`src/sv/iiat_pkg.sv`:
```
// shared types and constants for the integral image threshold block
package iiat_pkg;

	localparam int MAX_HEIGHT_DEF = 128;
	localparam int MAX_WIDTH_DEF  = 256;
	localparam int INT_W  = 23;
	localparam int SUM_W  = 26;
	localparam int AREA_W = 22;

	localparam logic [1:0] REG_HEIGHT = 2'd0;
	localparam logic [1:0] REG_WIDTH  = 2'd1;
	localparam logic [1:0] REG_WINDOW = 2'd2;
	localparam logic [1:0] REG_OFFSET = 2'd3;

	typedef enum logic [3:0] {
		ST_IDLE,
		ST_LD_RD,
		ST_LD_WR,
		ST_Q_SETUP,
		ST_Q_RD_D,
		ST_Q_RD_B,
		ST_Q_RD_C,
		ST_Q_RD_A,
		ST_Q_RD_P,
		ST_Q_DIV,
		ST_Q_CMP,
		ST_OUT
	} state_t;

	// commands from controller to datapath
	typedef struct packed {
		logic       capture;
		logic       load_rd;
		logic       load_wr;
		logic       q_setup;
		logic [2:0] rd_sel;
		logic       rd_go;
		logic       div_start;
		logic       cmp;
	} cmd_t;

	// status from datapath to controller
	typedef struct packed {
		logic is_load;
		logic q_ok;
		logic div_done;
	} sts_t;

	localparam logic [2:0] SEL_D = 3'd0;
	localparam logic [2:0] SEL_B = 3'd1;
	localparam logic [2:0] SEL_C = 3'd2;
	localparam logic [2:0] SEL_A = 3'd3;
	localparam logic [2:0] SEL_P = 3'd4;

endpackage

```
`src/sv/iiat_ctrl.sv`:
```
// controller state machine sequencing loads and queries
module iiat_ctrl import iiat_pkg::*; (
	input  logic clk,
	input  logic arst_n,
	input  logic in_valid,
	output logic in_stall,
	output logic out_valid,
	input  logic out_stall,
	input  sts_t sts,
	output cmd_t cmd
);
	state_t state_q, state_d;

	always_ff @(posedge clk or negedge arst_n) begin
		if (!arst_n) state_q <= ST_IDLE;
		else state_q <= state_d;
	end

	always_comb begin
		state_d   = state_q;
		cmd       = '0;
		in_stall  = 1'b1;
		out_valid = 1'b0;
		case (state_q)
			ST_IDLE: begin
				in_stall = 1'b0;
				if (in_valid) begin
					cmd.capture = 1'b1;
					state_d = ST_Q_SETUP;
				end
			end
			ST_Q_SETUP: begin
				if (sts.is_load) begin
					cmd.load_rd = 1'b1;
					state_d = ST_LD_RD;
				end else begin
					cmd.q_setup = 1'b1;
					state_d = sts.q_ok ? ST_Q_RD_D : ST_OUT;
				end
			end
			ST_LD_RD: begin
				cmd.load_rd = 1'b1;
				state_d = ST_LD_WR;
			end
			ST_LD_WR: begin
				cmd.load_wr = 1'b1;
				state_d = ST_IDLE;
			end
			ST_Q_RD_D: begin
				cmd.rd_sel = SEL_D; cmd.rd_go = 1'b1; state_d = ST_Q_RD_B;
			end
			ST_Q_RD_B: begin
				cmd.rd_sel = SEL_B; cmd.rd_go = 1'b1; state_d = ST_Q_RD_C;
			end
			ST_Q_RD_C: begin
				cmd.rd_sel = SEL_C; cmd.rd_go = 1'b1; state_d = ST_Q_RD_A;
			end
			ST_Q_RD_A: begin
				cmd.rd_sel = SEL_A; cmd.rd_go = 1'b1; state_d = ST_Q_RD_P;
			end
			ST_Q_RD_P: begin
				cmd.rd_sel = SEL_P; cmd.rd_go = 1'b1; state_d = ST_Q_DIV;
			end
			ST_Q_DIV: begin
				cmd.div_start = 1'b0;
				if (sts.div_done) state_d = ST_Q_CMP;
			end
			ST_Q_CMP: begin
				cmd.cmp = 1'b1;
				state_d = ST_OUT;
			end
			ST_OUT: begin
				out_valid = 1'b1;
				if (!out_stall) state_d = ST_IDLE;
			end
			default: state_d = ST_IDLE;
		endcase
		if (state_q == ST_Q_RD_P) cmd.div_start = 1'b1;
	end
endmodule

```
`config.mk`:
```
export PLATFORM = sky130hd
export DESIGN_NAME = iiat_ctrl
export DESIGN_NICKNAME = d
export VERILOG_FILES = /design/src/sv/iiat_pkg.sv /design/src/sv/iiat_ctrl.sv
export SDC_FILE = /design/constraint.sdc
export NUM_CORES = 1
export LEC_CHECK = 0
export BUFFER_PORTS_ARGS = -buffer_cell sky130_fd_sc_hd__buf_2
export CORE_MARGIN = 3
export CORE_UTILIZATION = 30
export DETAILED_ROUTE_END_ITERATION = 7
export HOLD_SLACK_MARGIN = 0.12
export PLACE_DENSITY = 0.6
export SETUP_SLACK_MARGIN = 0.2
export SLEW_MARGIN = 20
export SYNTH_ARGS = -nofsm -noshare
export SYNTH_HDL_FRONTEND = slang
export SYNTH_SLANG_ARGS = --single-unit
export TNS_END_PERCENT = 50
```
`constraint.sdc`:
```
create_clock -name clk -period 1 [get_ports clk]
set_input_delay 0.15 -clock clk [delete_from_list [all_inputs] [get_ports clk]]
set_output_delay 0.15 -clock clk [all_outputs]
set_load 0.01 [all_outputs]
```
==> flow_summary_export.csv <==
group,metric,value,unit
synthesis,syn-num-nets,60,
synthesis,synthXorXnorAreaFrac,0,%
finish,registers.top_by_ff_count,"state_q",
synthesis,synth_top_family_by_area,"simple AND/OR/NAND/NOR gates",
timing,worstMarginPinSlew,0.278,ns
timing,final_hold_viol_count,0,
die,die_w,42.1,um
global_route,grt_pass1_wl,2340,um
finish,antenna-diode-count,0,
place,gpl.final_weighted_congestion,0.826,
drt,post-route-drc-count,0,
timing,finalSetupViolCount,16,
clock_network,clk_latency,0.26,ns
synthesis,yosys_register_bits,4,
global_route,grt_antenna_before_repair,0,
drt,wl,1490,um
critical_path,critical-path-max-stage-delay,0.41,ns
critical_path,path_cells,"nand2b_4 > nor3_4 > nand2b_4 > buf_6",
timing,unrepaired_setup_endpoints_after_global_routing,"yes",
synthesis,syn-cell-area,392,um^2
finish,final_cell_mix,"14 x sky130_fd_sc_hd__buf_2, 12 x sky130_fd_sc_hd__buf_4, 8 x sky130_fd_sc_hd__buf_6",
outcome,violations,"negative setup slack",
critical_path,critPathMostFrequentCell,"sky130_fd_sc_hd__nand2b_4",
synthesis,synth.yosys.seq_area_share,25.6,%
clock_network,tritoncts,"done",
die,design.die.area,1770,um^2
synthesis,synth_simple_gate_area_share,36.4,%
finish,area.growth.synth_to_final,107,%
clock_network,clock_tree.htree_level_count,1,
drt,routed-via-count,531,
finish,post_layout_nonfiller_instances,104,
timing,final_slew_viol_count,0,
finish,layout.cells.most_common,"sky130_fd_sc_hd__buf_2",
critical_path,cp-end-kind,"output pin",
timing,worst_slew_margin_rel,81.5,%
synthesis,synth-compound-area-share,29.7,%
synthesis,synthAdderAreaFrac,0,%
timing,skew,0.0106,ns
hold_path,hold_path_class,"in -> reg",
die,die-height,42.1,um
timing,layout_worst_path_cycle_share,141,%
place,numPlacedInstances,90,
drt,post_drt_wl_per_cell,14.3,um
die,start_util,33.4,%
critical_path,crit_required,0.85,ns
finish,postLayoutCellArea,810,um^2
clock_network,buffer_levels_on_the_longest_clock_path,2,
timing,max_freq,711,MHz
critical_path,crit_slowest_cell,"sky130_fd_sc_hd__dfrtp_1",
outcome,run_status,"finished with violations",
timing,finalWorstPathRequiredPeriod,1.41,ns
power,power_density,3010,nW/um^2
flow_run,cap_viol_max_count,0,
critical_path,startpoint_type_of_the_worst_setup_path,"flop",
power,ir_worst_vdd,0.00127,V
power,cellLeakagePower,0.376,nW
critical_path,critical_path_peak_fanout,5,
synthesis,post_synthesis_instance_total,53,
drt,via_per_inst,5.11,
finish,final_layout_size_suffix_gt1_share,66.7,%
critical_path,critical_path_type,"reg -> out",
place,postPlaceCellArea,601,um^2
global_route,globalRouteOverflowTotal,0,
place,buffer_ports.inserted,18,
finish,reg_top3,"state_q: 4 flops",
global_route,maximum_number_of_pins_on_one_net_before_global_route_repair,9,
drt,detail_route.iter0.violations,12,
synthesis,yosysWarnings,0,
clock_network,cts_inserted_buffers,3,
clock_network,clock_sinks,4,
power,p_total,2.44,mW
clock_network,cts_root_buf,"sky130_fd_sc_hd__clkbuf_4",
die,boundaryPins,19,
global_route,grt.total_usage,18.1,%
finish,final_core_util,69.1,%
finish,final_net_count,98,
clock_network,clkSlewWorstSetupHoldPaths,0.05,ns
synthesis,synth.avg_cell_area,7.39,um^2
critical_path,arrival,1.26,ns
synthesis,yosysUniqueCellTypes,25,
die,number_of_placement_rows,12,
synthesis,synthMuxAreaShare,0,%
timing,post-route-worst-setup-slack,-0.406,ns
die,core-area,1170,um^2
place,post-dp-hpwl,871,um
drt,final_antenna_net_count,0,
finish,largest_register_ff_count,4,
global_route,grt_pass1_vias,523,
drt,drt_pass1_iterations,4,
critical path, delay by kind of cell, from the launching register on:
kind | cells | cell delay [ns]
buf+inv | 1 | 0.09
simple gates | 3 | 0.50
flops | 1 | 0.41
report_power, final:
part	internal (mW)	switching, mW
clock network	0.152	0.101
logic	0.969	0.821
registers	0.240	0.152
total	1.36	1.07
cells in the mapped netlist:
library cell / number / share of area (%)
sky130_fd_sc_hd__o31ai_2: 1 / 3.2
sky130_fd_sc_hd__nor2_1: 9 / 8.6
sky130_fd_sc_hd__o2111ai_1: 1 / 2.2
sky130_fd_sc_hd__inv_1: 1 / 0.96
sky130_fd_sc_hd__buf_4: 2 / 3.8
sky130_fd_sc_hd__o21ai_0: 2 / 2.6
sky130_fd_sc_hd__nor3_1: 2 / 2.6
sky130_fd_sc_hd__a22oi_1: 1 / 1.9
sky130_fd_sc_hd__buf_2: 2 / 2.6
sky130_fd_sc_hd__and3_1: 1 / 1.6
sky130_fd_sc_hd__inv_2: 1 / 0.96
sky130_fd_sc_hd__nor4b_2: 1 / 3.8
sky130_fd_sc_hd__o21ba_1: 1 / 2.6
sky130_fd_sc_hd__dfrtp_1: 4 / 26
sky130_fd_sc_hd__nand2_1: 2 / 1.9
sky130_fd_sc_hd__nand2_2: 1 / 1.6
sky130_fd_sc_hd__nor4_1: 1 / 1.6
sky130_fd_sc_hd__nand2b_1: 6 / 9.6
sky130_fd_sc_hd__nand3b_1: 1 / 1.9
sky130_fd_sc_hd__o21ai_1: 3 / 3.8
sky130_fd_sc_hd__a21oi_1: 3 / 3.8
sky130_fd_sc_hd__o21bai_1: 1 / 1.9
sky130_fd_sc_hd__o31ai_1: 1 / 1.9
sky130_fd_sc_hd__nor2b_1: 2 / 3.2
sky130_fd_sc_hd__a211oi_1: 3 / 5.8
logic make-up after synthesis:
group	count (synthesis)
AO/OA/AOI/OAI	17
buffers and inverters	6
flip-flops	4
AND/OR/NAND/NOR	26
worst paths after layout:
check | start | to | slack, ns | cells past startpoint
min in group asynchronous | arst_n | state_q[0] | 0.22 | 2
setup / recovery | state_q[2] | cmd[2] | -0.41 | 4
setup reg to reg | state_q[1] | state_q[2] | -0.28 | 5
hold / removal | out_stall | state_q[1] | 0.13 | 3
hold reg to reg | state_q[3] | state_q[2] | 0.76 | 3
max in group asynchronous | arst_n | state_q[3] | 0.63 | 2
through the flow:
| step | hold WS [ns] | setup TNS [ns] | worst slack [ns] |
|---|---|---|---|
| after floorplan | -0.146 | -0.759 | -0.119 |
| after global placement | -0.0443 | -1.96 | -0.183 |
| after detailed placement | -0.0434 | -2.15 | -0.197 |
| after CTS | 0.137 | -4.85 | -0.391 |
| after global routing | 0.159 | -6.22 | -0.464 |
| final | 0.133 | -5.31 | -0.406 |
layout make-up:
| class | count | area, um^2 |
|---|---|---|
| fillers | 82 | 362 |
| flip-flops and latches | 4 | 104 |
| repair buffers | 37 | 300 |
| multi-input cells | 43 | 354 |
| clock buffers | 4 | 26.3 |
| well taps | 14 | 17.5 |
| inverters | 2 | 7.51 |
timing repair:
item | CTS | global route
gates resized for setup | 15 | 8
setup buffers | 8 | 1
endpoints found under the hold margin | 4 | 0
hold buffers | 1 | 0
setup endpoints to repair | 16 | 16
pin swaps | 7 | 4
per-layer routing:
metal / vias up / share of wire [%] / track usage (%)
li1: 263 / - / -
met3: 3 / 2.2 / 4.29
met4: 0 / 1.9 / 13.7
met5: - / 0 / 0
met1: 249 / 46 / 20.8
met2: 16 / 49 / 28.7
Note: power is estimated with default switching activity, not from simulation.
